==> src/rau_pkg.sv <==
// shared types, constants and helper functions for the rational arithmetic unit
`timescale 1ns / 1ps

package rau_pkg;

  // internal arithmetic word width and the fixed width of the port fields
  localparam int WORD_BITS  = 32;
  localparam int FIELD_BITS = 32;
  localparam int CNT_W      = $clog2(WORD_BITS + 1);

  // operation queue between front and back
  localparam int QUEUE_DEPTH = 2;
  localparam int QPTR_W      = (QUEUE_DEPTH > 1) ? $clog2(QUEUE_DEPTH) : 1;
  localparam int QCNT_W      = $clog2(QUEUE_DEPTH + 1);

  typedef logic [WORD_BITS-1:0]  word_t;
  typedef logic [FIELD_BITS-1:0] field_t;

  // operation codes carried in the kind field
  typedef enum logic [2:0] {
    KIND_ADD = 3'd0,
    KIND_SUB = 3'd1,
    KIND_MUL = 3'd2,
    KIND_DIV = 3'd3,
    KIND_MAC = 3'd4
  } kind_e;

  // classified operation: numerator = x0*y0 +/- x1*y1, denominator = x2*y2
  typedef struct packed {
    word_t x0;
    word_t y0;
    word_t x1;
    word_t y1;
    word_t x2;
    word_t y2;
    logic  sub;
    logic  mac;
    logic  last;
    logic  bypass;
  } op_t;

  // sign-extend a port field and wrap it to the internal word
  function automatic word_t from_field(field_t v);
    logic signed [63:0] ext;
    ext = 64'(signed'(v));
    return ext[WORD_BITS-1:0];
  endfunction

  // low field bits of a word, zero-extended when the word is narrower
  function automatic field_t to_field(word_t v);
    logic [63:0] ext;
    ext = 64'(v);
    return ext[FIELD_BITS-1:0];
  endfunction

  // magnitude of a two's complement word, most negative value stays as is
  function automatic word_t mag(word_t v);
    return v[WORD_BITS-1] ? (~v + word_t'(1)) : v;
  endfunction

endpackage

==> src/rau_if.sv <==
// valid/ready channel interfaces for operands and results
`timescale 1ns / 1ps

interface rau_in_if;
  logic               valid;
  logic               ready;
  logic [2:0]         kind;
  logic signed [31:0] a_num;
  logic signed [31:0] a_den;
  logic signed [31:0] b_num;
  logic signed [31:0] b_den;
  logic               last;

  modport source (
    output valid, kind, a_num, a_den, b_num, b_den, last,
    input  ready
  );
  modport sink (
    input  valid, kind, a_num, a_den, b_num, b_den, last,
    output ready
  );
endinterface

interface rau_out_if;
  logic               valid;
  logic               ready;
  logic signed [31:0] r_num;
  logic signed [31:0] r_den;

  modport source (
    output valid, r_num, r_den,
    input  ready
  );
  modport sink (
    input  valid, r_num, r_den,
    output ready
  );
endinterface

==> src/rational_arith_unit.sv <==
// Rational arithmetic unit with gcd reduction. Each beat runs three products through one
// shared multiplier, then binary gcd steps and 32 restoring division steps; accumulate
// runs the sequence twice, a zero denominator skips gcd and division, and unused kinds
// go straight to the finish step with a result of 0/1.
// One item per back-end pass; a two-entry queue and an output register decouple the ports.
// Reset (asynchronous, active low) empties the queue and sets the running sum to 0/1.
`timescale 1ns / 1ps

module rational_arith_unit
  import rau_pkg::*;
(
  input  logic       clk_i,
  input  logic       rst_ni,
  rau_in_if.sink     in_i,
  rau_out_if.source  out_o
);

  logic push_valid, push_ready, pop_valid, pop_ready;
  op_t  push_op, pop_op;

  // operand classification
  rau_front u_front (
    .in_i         (in_i),
    .push_valid_o (push_valid),
    .push_op_o    (push_op),
    .push_ready_i (push_ready)
  );

  // decoupling queue
  rau_queue u_queue (
    .clk_i        (clk_i),
    .rst_ni       (rst_ni),
    .push_valid_i (push_valid),
    .push_op_i    (push_op),
    .push_ready_o (push_ready),
    .pop_valid_o  (pop_valid),
    .pop_op_o     (pop_op),
    .pop_ready_i  (pop_ready)
  );

  // execution and reduction
  rau_back u_back (
    .clk_i      (clk_i),
    .rst_ni     (rst_ni),
    .op_valid_i (pop_valid),
    .op_i       (pop_op),
    .op_ready_o (pop_ready),
    .out_o      (out_o)
  );

endmodule

==> src/rau_front.sv <==
// front end: takes operand beats and turns each kind into a product schedule
`timescale 1ns / 1ps

module rau_front
  import rau_pkg::*;
(
  rau_in_if.sink in_i,
  output logic   push_valid_o,
  output op_t    push_op_o,
  input  logic   push_ready_i
);

  word_t an, ad, bn, bd;

  // operands wrapped to the internal word
  assign an = from_field(field_t'(in_i.a_num));
  assign ad = from_field(field_t'(in_i.a_den));
  assign bn = from_field(field_t'(in_i.b_num));
  assign bd = from_field(field_t'(in_i.b_den));

  // handshake follows queue space
  assign in_i.ready   = push_ready_i;
  assign push_valid_o = in_i.valid;

  // classify the kind into cross products
  always_comb begin
    push_op_o        = '0;
    push_op_o.last   = in_i.last;
    push_op_o.x2     = ad;
    push_op_o.y2     = bd;
    case (kind_e'(in_i.kind))
      KIND_ADD, KIND_SUB: begin
        push_op_o.x0  = an;
        push_op_o.y0  = bd;
        push_op_o.x1  = bn;
        push_op_o.y1  = ad;
        push_op_o.sub = (kind_e'(in_i.kind) == KIND_SUB);
      end
      KIND_MUL: begin
        push_op_o.x0 = an;
        push_op_o.y0 = bn;
      end
      KIND_DIV: begin
        push_op_o.x0 = an;
        push_op_o.y0 = bd;
        push_op_o.y2 = bn;
      end
      KIND_MAC: begin
        push_op_o.x0  = an;
        push_op_o.y0  = bn;
        push_op_o.mac = 1'b1;
      end
      default: begin
        push_op_o.bypass = 1'b1;
      end
    endcase
  end

endmodule

==> src/rau_queue.sv <==
// short operation queue between front and back
`timescale 1ns / 1ps

module rau_queue
  import rau_pkg::*;
(
  input  logic clk_i,
  input  logic rst_ni,
  input  logic push_valid_i,
  input  op_t  push_op_i,
  output logic push_ready_o,
  output logic pop_valid_o,
  output op_t  pop_op_o,
  input  logic pop_ready_i
);

  op_t               mem_q [QUEUE_DEPTH];
  logic [QPTR_W-1:0] wr_ptr_q, rd_ptr_q;
  logic [QCNT_W-1:0] count_q;
  logic              push, pop;

  assign push_ready_o = (count_q != QCNT_W'(QUEUE_DEPTH));
  assign pop_valid_o  = (count_q != '0);
  assign pop_op_o     = mem_q[rd_ptr_q];
  assign push         = push_valid_i && push_ready_o;
  assign pop          = pop_valid_o && pop_ready_i;

  // entry storage
  always_ff @(posedge clk_i) begin
    if (push) begin
      mem_q[wr_ptr_q] <= push_op_i;
    end
  end

  // pointers and fill count
  always_ff @(posedge clk_i or negedge rst_ni) begin
    if (!rst_ni) begin
      wr_ptr_q <= '0;
      rd_ptr_q <= '0;
      count_q  <= '0;
    end else begin
      if (push) begin
        wr_ptr_q <= (wr_ptr_q == QPTR_W'(QUEUE_DEPTH - 1)) ? '0 : wr_ptr_q + QPTR_W'(1);
      end
      if (pop) begin
        rd_ptr_q <= (rd_ptr_q == QPTR_W'(QUEUE_DEPTH - 1)) ? '0 : rd_ptr_q + QPTR_W'(1);
      end
      if (push && !pop) begin
        count_q <= count_q + QCNT_W'(1);
      end else if (pop && !push) begin
        count_q <= count_q - QCNT_W'(1);
      end
    end
  end

`ifndef NO_ASSERTIONS
  a_count_bound: assert property (@(posedge clk_i) disable iff (!rst_ni)
    count_q <= QCNT_W'(QUEUE_DEPTH))
    else $error("queue fill count beyond depth");
`endif

endmodule

==> src/rau_back.sv <==
// back end: shared multiplier, binary gcd and two-lane divider for reduction
`timescale 1ns / 1ps

module rau_back
  import rau_pkg::*;
(
  input  logic       clk_i,
  input  logic       rst_ni,
  input  logic       op_valid_i,
  input  op_t        op_i,
  output logic       op_ready_o,
  rau_out_if.source  out_o
);

  localparam logic [2:0] S_IDLE  = 3'd0;
  localparam logic [2:0] S_MUL   = 3'd1;
  localparam logic [2:0] S_ACC   = 3'd2;
  localparam logic [2:0] S_GINIT = 3'd3;
  localparam logic [2:0] S_GCD   = 3'd4;
  localparam logic [2:0] S_DIV   = 3'd5;
  localparam logic [2:0] S_SIGN  = 3'd6;
  localparam logic [2:0] S_FIN   = 3'd7;

  logic [2:0]       state_q;
  op_t              op_q;
  logic [1:0]       mcnt_q;
  logic             pass2_q;
  word_t            prod_q, num_q, den_q;
  logic             nneg_q, dneg_q;
  word_t            u_q, v_q, g_q;
  logic [CNT_W-1:0] k_q, dcnt_q;
  logic [WORD_BITS:0] rn_q, rd_q;
  word_t            qn_q, qd_q;
  word_t            sum_num_q, sum_den_q;
  logic             out_valid_q;
  word_t            out_num_q, out_den_q;

  word_t              mul_a, mul_b;
  logic [WORD_BITS:0] rn_sh, rd_sh;
  logic               out_free;
  logic               out_load;

  assign op_ready_o  = (state_q == S_IDLE);
  assign out_free    = !out_valid_q || out_o.ready;
  assign out_load    = (state_q == S_FIN) && !(op_q.mac && !pass2_q) && out_free;
  assign out_o.valid = out_valid_q;
  assign out_o.r_num = signed'(to_field(out_num_q));
  assign out_o.r_den = signed'(to_field(out_den_q));

  // operand select for the shared multiplier
  always_comb begin
    case (mcnt_q)
      2'd0:    begin mul_a = op_q.x0; mul_b = op_q.y0; end
      2'd1:    begin mul_a = op_q.x1; mul_b = op_q.y1; end
      default: begin mul_a = op_q.x2; mul_b = op_q.y2; end
    endcase
  end

  // partial remainders shifted by one dividend bit
  assign rn_sh = {rn_q[WORD_BITS-1:0], qn_q[WORD_BITS-1]};
  assign rd_sh = {rd_q[WORD_BITS-1:0], qd_q[WORD_BITS-1]};

  // datapath registers
  always_ff @(posedge clk_i) begin
    case (state_q)
      S_IDLE: begin
        op_q   <= op_i;
        mcnt_q <= '0;
        num_q  <= '0;
        den_q  <= word_t'(1);
      end
      S_MUL: begin
        prod_q <= mul_a * mul_b;
      end
      S_ACC: begin
        case (mcnt_q)
          2'd0:    num_q <= prod_q;
          2'd1:    num_q <= op_q.sub ? (num_q - prod_q) : (num_q + prod_q);
          default: den_q <= prod_q;
        endcase
        mcnt_q <= (mcnt_q == 2'd2) ? 2'd0 : mcnt_q + 2'd1;
      end
      S_GINIT: begin
        nneg_q <= num_q[WORD_BITS-1];
        dneg_q <= den_q[WORD_BITS-1];
        u_q    <= mag(num_q);
        v_q    <= mag(den_q);
        k_q    <= '0;
      end
      S_GCD: begin
        // one binary gcd step
        if (u_q == '0) begin
          g_q <= v_q << k_q;
        end else if (v_q == '0) begin
          g_q <= u_q << k_q;
        end else if (!u_q[0] && !v_q[0]) begin
          u_q <= u_q >> 1;
          v_q <= v_q >> 1;
          k_q <= k_q + CNT_W'(1);
        end else if (!u_q[0]) begin
          u_q <= u_q >> 1;
        end else if (!v_q[0]) begin
          v_q <= v_q >> 1;
        end else if (u_q >= v_q) begin
          u_q <= (u_q - v_q) >> 1;
        end else begin
          v_q <= (v_q - u_q) >> 1;
        end
        qn_q   <= mag(num_q);
        qd_q   <= mag(den_q);
        rn_q   <= '0;
        rd_q   <= '0;
        dcnt_q <= '0;
      end
      S_DIV: begin
        // restoring division, both lanes share the divisor
        if (rn_sh >= {1'b0, g_q}) begin
          rn_q <= rn_sh - {1'b0, g_q};
          qn_q <= {qn_q[WORD_BITS-2:0], 1'b1};
        end else begin
          rn_q <= rn_sh;
          qn_q <= {qn_q[WORD_BITS-2:0], 1'b0};
        end
        if (rd_sh >= {1'b0, g_q}) begin
          rd_q <= rd_sh - {1'b0, g_q};
          qd_q <= {qd_q[WORD_BITS-2:0], 1'b1};
        end else begin
          rd_q <= rd_sh;
          qd_q <= {qd_q[WORD_BITS-2:0], 1'b0};
        end
        dcnt_q <= dcnt_q + CNT_W'(1);
      end
      S_SIGN: begin
        num_q <= nneg_q ? (~qn_q + word_t'(1)) : qn_q;
        den_q <= dneg_q ? (~qd_q + word_t'(1)) : qd_q;
      end
      S_FIN: begin
        // second accumulate pass: running sum plus reduced product
        if (op_q.mac && !pass2_q) begin
          op_q.x0  <= sum_num_q;
          op_q.y0  <= den_q;
          op_q.x1  <= num_q;
          op_q.y1  <= sum_den_q;
          op_q.x2  <= sum_den_q;
          op_q.y2  <= den_q;
          op_q.sub <= 1'b0;
          mcnt_q   <= '0;
        end
      end
      default: begin
      end
    endcase
  end

  // result register
  always_ff @(posedge clk_i) begin
    if (out_load) begin
      out_num_q <= num_q;
      out_den_q <= den_q;
    end
  end

  // output valid: set on a new result, cleared when the beat is taken
  always_ff @(posedge clk_i or negedge rst_ni) begin
    if (!rst_ni) begin
      out_valid_q <= 1'b0;
    end else if (out_load) begin
      out_valid_q <= 1'b1;
    end else if (out_o.ready) begin
      out_valid_q <= 1'b0;
    end
  end

  // sequencer and running sum
  always_ff @(posedge clk_i or negedge rst_ni) begin
    if (!rst_ni) begin
      state_q     <= S_IDLE;
      pass2_q     <= 1'b0;
      sum_num_q   <= '0;
      sum_den_q   <= word_t'(1);
    end else begin
      case (state_q)
        S_IDLE: begin
          if (op_valid_i) begin
            state_q <= op_i.bypass ? S_FIN : S_MUL;
          end
        end
        S_MUL: state_q <= S_ACC;
        S_ACC: state_q <= (mcnt_q == 2'd2) ? S_GINIT : S_MUL;
        S_GINIT: state_q <= (den_q == '0) ? S_FIN : S_GCD;
        S_GCD: begin
          if (u_q == '0 || v_q == '0) begin
            state_q <= S_DIV;
          end
        end
        S_DIV: begin
          if (dcnt_q == CNT_W'(WORD_BITS - 1)) begin
            state_q <= S_SIGN;
          end
        end
        S_SIGN: state_q <= S_FIN;
        S_FIN: begin
          if (op_q.mac && !pass2_q) begin
            pass2_q <= 1'b1;
            state_q <= S_MUL;
          end else if (out_free) begin
            pass2_q     <= 1'b0;
            state_q     <= S_IDLE;
            if (op_q.mac) begin
              sum_num_q <= op_q.last ? '0 : num_q;
              sum_den_q <= op_q.last ? word_t'(1) : den_q;
            end
          end
        end
        default: state_q <= S_IDLE;
      endcase
    end
  end

`ifndef NO_ASSERTIONS
  a_div_nonzero: assert property (@(posedge clk_i) disable iff (!rst_ni)
    state_q == S_DIV |-> g_q != '0)
    else $error("division started with zero gcd");
  a_out_from_fin: assert property (@(posedge clk_i) disable iff (!rst_ni)
    $rose(out_valid_q) |-> $past(state_q) == S_FIN)
    else $error("result raised outside the finish step");
  a_idle_pass_clear: assert property (@(posedge clk_i) disable iff (!rst_ni)
    state_q == S_IDLE |-> !pass2_q)
    else $error("accumulate pass flag left set in idle");
  a_take_only_idle: assert property (@(posedge clk_i) disable iff (!rst_ni)
    op_valid_i && op_ready_o |=> state_q != S_IDLE)
    else $error("taken operation did not start");
`endif

endmodule
==> src/flat_wrapper.sv <==
// flat-port wrapper written by rule: the top's interface ports become plain ports
module rational_arith_unit_flat import rau_pkg::*;
  (clk_i, rst_ni, in_i_valid, in_i_kind, in_i_a_num, in_i_a_den, in_i_b_num, in_i_b_den, in_i_last, in_i_ready, out_o_valid, out_o_r_num, out_o_r_den, out_o_ready);
  rau_in_if in_i_i ();
  rau_out_if out_o_i ();
  input  logic clk_i;
  input  logic rst_ni;
  input wire logic [$bits(in_i_i.valid)-1:0] in_i_valid;
  input wire logic [$bits(in_i_i.kind)-1:0] in_i_kind;
  input wire logic [$bits(in_i_i.a_num)-1:0] in_i_a_num;
  input wire logic [$bits(in_i_i.a_den)-1:0] in_i_a_den;
  input wire logic [$bits(in_i_i.b_num)-1:0] in_i_b_num;
  input wire logic [$bits(in_i_i.b_den)-1:0] in_i_b_den;
  input wire logic [$bits(in_i_i.last)-1:0] in_i_last;
  output wire logic [$bits(in_i_i.ready)-1:0] in_i_ready;
  output wire logic [$bits(out_o_i.valid)-1:0] out_o_valid;
  output wire logic [$bits(out_o_i.r_num)-1:0] out_o_r_num;
  output wire logic [$bits(out_o_i.r_den)-1:0] out_o_r_den;
  input wire logic [$bits(out_o_i.ready)-1:0] out_o_ready;
  assign in_i_i.valid = in_i_valid;
  assign in_i_i.kind = in_i_kind;
  assign in_i_i.a_num = in_i_a_num;
  assign in_i_i.a_den = in_i_a_den;
  assign in_i_i.b_num = in_i_b_num;
  assign in_i_i.b_den = in_i_b_den;
  assign in_i_i.last = in_i_last;
  assign in_i_ready = in_i_i.ready;
  assign out_o_valid = out_o_i.valid;
  assign out_o_r_num = out_o_i.r_num;
  assign out_o_r_den = out_o_i.r_den;
  assign out_o_i.ready = out_o_ready;
  rational_arith_unit u_core (.clk_i(clk_i), .rst_ni(rst_ni), .in_i(in_i_i), .out_o(out_o_i));
endmodule
==> config.mk <==
export PLATFORM = sky130hd
export DESIGN_NAME = rational_arith_unit_flat
export DESIGN_NICKNAME = d
export VERILOG_FILES = /design/src/rau_pkg.sv /design/src/rau_if.sv /design/src/rational_arith_unit.sv /design/src/rau_front.sv /design/src/rau_queue.sv /design/src/rau_back.sv /design/src/flat_wrapper.sv
export SDC_FILE = /design/constraint.sdc
export NUM_CORES = 2
export LEC_CHECK = 0
export CORE_ASPECT_RATIO = 1.75
export CORE_MARGIN = 2
export CORE_UTILIZATION = 35
export DETAILED_ROUTE_END_ITERATION = 8
export DONT_BUFFER_PORTS = 1
export GPL_TIMING_DRIVEN = 0
export SKIP_CTS_REPAIR_TIMING = 1
export SKIP_LAST_GASP = 1
export SLEW_MARGIN = 20
export SYNTH_ARGS = -nofsm -noshare
export SYNTH_HDL_FRONTEND = slang
export SYNTH_HIERARCHICAL = 1
export SYNTH_SLANG_ARGS = --single-unit
==> constraint.sdc <==
create_clock -name clk_i -period 11.8 [get_ports clk_i]
set_input_delay 1.18 -clock clk_i [delete_from_list [all_inputs] [get_ports clk_i]]
set_output_delay 1.18 -clock clk_i [all_outputs]
set_load 0.005 [all_outputs]
==> flow_metrics.tcl <==
set metrics [dict create \
    status "finished clean" \
    row_count 221 \
    drtIter0Drc 4466 \
    critPathSlowestCell "buf_1" \
    ant_nets 0 \
    max_freq_mhz 86.10 \
    rrSetupSlack_ns 0.19 \
    fin_crit_sh_pct 98.43 \
    drc_errors 0 \
    r2r-start "u_core/u_back/mcnt_q[0]" \
    yosys_warnings 6 \
    core_area_sq_um 207100 \
    slowest_delay_ns 0.61 \
    gp_congestion 1.114 \
    synth_area_sq_um 72900 \
    crit_type "flip-flop to flip-flop" \
    layout_common_cells "edfxtp_1 (987), nand2_1 (953), nor2_1 (682)" \
    root_buffer "clkbuf_16" \
    clock_sinks 1060 \
    path_common_cell "fa_1" \
    final_nets 7935 \
    mostFrequentLayoutCell "edfxtp_1" \
    ff2ff_path_depth 29 \
    fin_hold_ws_ns 0.05653 \
    synth_seq_cells 1060 \
    clock_skew_ns 0.1061 \
    setup.worst_path.end_class "flip-flop" \
    final-setup-viol-count 0 \
    synth_edf_count 987 \
    cts_tree "yes" \
    clockBufferDepth 3 \
    async_reset_ff_share_pct 6.887 \
    grt_max_degree 74 \
    avgViaCountPerCell 5.545 \
    grt-ovfl-total 0 \
    numPortBuffers 0 \
    area_growth_pct 11.27 \
    path_delay_family "adder cells" \
    dieHeight_um 607.8 \
    cp.required_ns 12.31 \
    synth_nets 7775 \
    hpwl_mm 240.8 \
    syn_inst 6931 \
    antenna_found_initial 11 \
    synth_top_area_cell "edfxtp_1" \
    synth_top_flop_cell "edfxtp_1" \
    rsz0062_at_grt "false" \
    numCtsBuffers 103 \
    syn_area_per_cell_sq_um 10.52 \
    clk_pin_slew_ns 0.07 \
    drive_gt1_share_pct 9.069 \
    critPathMaxFanout 10 \
    wire_per_inst_um 29.85 \
    arrival_ns 12.13 \
    postPlaceCellArea_sq_um 77400 \
    initial_core_util_pct 35.20 \
    dieArea_sq_um 212100 \
    final_cell_area_sq_um 81120 \
    setup_tns_ns 0 \
    crit_buf_inv 8 \
    grt_pass1_wl_mm 410.8 \
    num-fill-cells 20160 \
    fp.dieW_um 349.0 \
    clk_latency_ns 0.82 \
    cts.htree.levels 3 \
    ys_types 85 \
    start_kind "flip-flop" \
    synth_top_area_share_pct 40.65 \
    hold_path_class "primary input to async pin" \
    worstMarginPinSlew_ns 1.281 \
    dr.pass1.iters 8 \
    slew-limit-headroom_pct 14.59 \
    grt_pass1_vias 57360 \
    drv_slew 0 \
    drt_wl_total_mm 294.4 \
    setup_slack_ns 0.1858 \
    grt.total_usage_pct 27.45 \
    post-route-min-period_ns 11.61 \
    cap_violations 0 \
    worst_r2r_endpoint "u_core/u_back/prod_q[30]" \
    hold_viol_final 0 \
    synth_seq_area_share_pct 43.16 \
    post-place-ws_ns -0.5993 \
    num_vias 54700 \
    ys_top_cells_by_area "edfxtp_1 (41%), fa_1 (11%), ha_1 (5.1%)" \
    ioPinCount 202 \
]
routing by layer:
metal  global-route usage [%]  routed length, um
met2                    49.31             150000
met5                        0                  0
met3                    4.859              16300
met4                    29.82              39270
met1                    24.52              88900
synth_stat cells (20+ instances only):
library cell / count
clkbuf_1: 268
a211oi_1: 69
a31oi_1: 32
nand3_1: 46
nand2b_1: 127
o21ai_0: 229
buf_1: 23
buf_2: 27
fa_1: 413
mux2_2: 85
a22o_1: 61
ha_1: 295
a221oi_1: 54
xor2_1: 162
nor3_1: 57
and2_1: 118
or3_1: 29
nor2b_1: 43
o41ai_1: 25
edfxtp_1: 987
mux2i_1: 91
o32ai_1: 34
or2_2: 23
buf_6: 20
nor4_1: 38
dfrtp_1: 72
nand2_1: 953
a21o_1: 118
xnor2_1: 220
buf_4: 40
o21bai_1: 27
mux2_4: 160
o21a_1: 26
inv_1: 580
nand4_1: 32
o31ai_1: 45
a21oi_1: 418
nor2_1: 686
cell type report:
class	instances	area (sq um)	share of cell area, %
sequential	1060	31470	38.79
buffer	384	1790	2.207
clock inverter	73	924.6	1.140
tap	2676	3348	4.127
timing repair buffer	55	965.9	1.191
inverter	584	2192	2.702
multi-input combinational	4903	37710	46.48
antenna	10	25.02	0.03085
clock buffer	119	2699	3.327
flip-flops by register name, summed over array words and instances, names as in the netlist, 32 cells and up:
name	flops
u_core/u_back/sum_num_q	32
u_core/u_back/v_q	32
u_core/u_back/qd_q	32
u_core/u_queue/mem_q	392
u_core/u_back/out_o.r_den	32
u_core/u_back/g_q	32
u_core/u_back/rn_q	32
u_core/u_back/prod_q	32
u_core/u_back/qn_q	32
u_core/u_back/u_q	32
u_core/u_back/op_q	195
u_core/u_back/rd_q	32
u_core/u_back/den_q	32
u_core/u_back/num_q	32
u_core/u_back/sum_den_q	32
u_core/u_back/out_o.r_num	32
logic make-up after synthesis:
logic type / Yosys count / synth area share, %
buffers and inverters: 968 / 5.452
adders and majority gates: 708 / 16.40
AOI/OAI and AO/OA: 1262 / 11.15
and+or+nand+nor: 2213 / 13.32
xor gates and xnor gates: 382 / 4.589
DFF: 1060 / 43.16
muxes: 338 / 5.919
through the flow:
| step | utilization, % | cells |
|---|---|---|
| 6_report | 39.17 | 9864 |
| 3_3_place_gp | 36.82 | 9607 |
| 2_1_floorplan | - | 6931 |
| 4_1_cts | 39.12 | 9852 |
| 3_5_place_dp | 37.37 | 9660 |
| 5_1_grt | 39.16 | 9855 |
worst reg2reg max path, delay by kind of cell, from the launching register on:
family / cells / cell delay [ns]
AND/OR/NAND/NOR: 6 / 1.51
XOR/XNOR: 1 / 0.53
flip-flops: 1 / 0.38
AO/OA/AOI/OAI: 4 / 1.65
adder cells (fa/ha/maj): 10 / 4.83
buffers and inverters: 8 / 2.43
worst max path at each step:
stage / slack, ns / end / start / depth (start not counted)
final: 0.19 / u_core/u_back/prod_q[30] / u_core/u_back/mcnt_q[0] / 29
after global routing: 0.07 / u_core/u_back/prod_q[30] / u_core/u_back/mcnt_q[0] / 29
after CTS: -0.62 / u_core/u_back/prod_q[30] / u_core/u_back/mcnt_q[0] / 29
after detailed placement: -0.60 / u_core/u_back/prod_q[30] / u_core/u_back/mcnt_q[0] / 29
after global placement: -7.14 / u_core/u_back/num_q[28] / u_core/u_back/state_q[2] / 3
after floorplan: 1.19 / u_core/u_back/num_q[0] / u_core/u_back/state_q[2] / 3
Power is not shown: default switching activity piles up to over one toggle a cycle in this logic, so the estimate is an artifact.
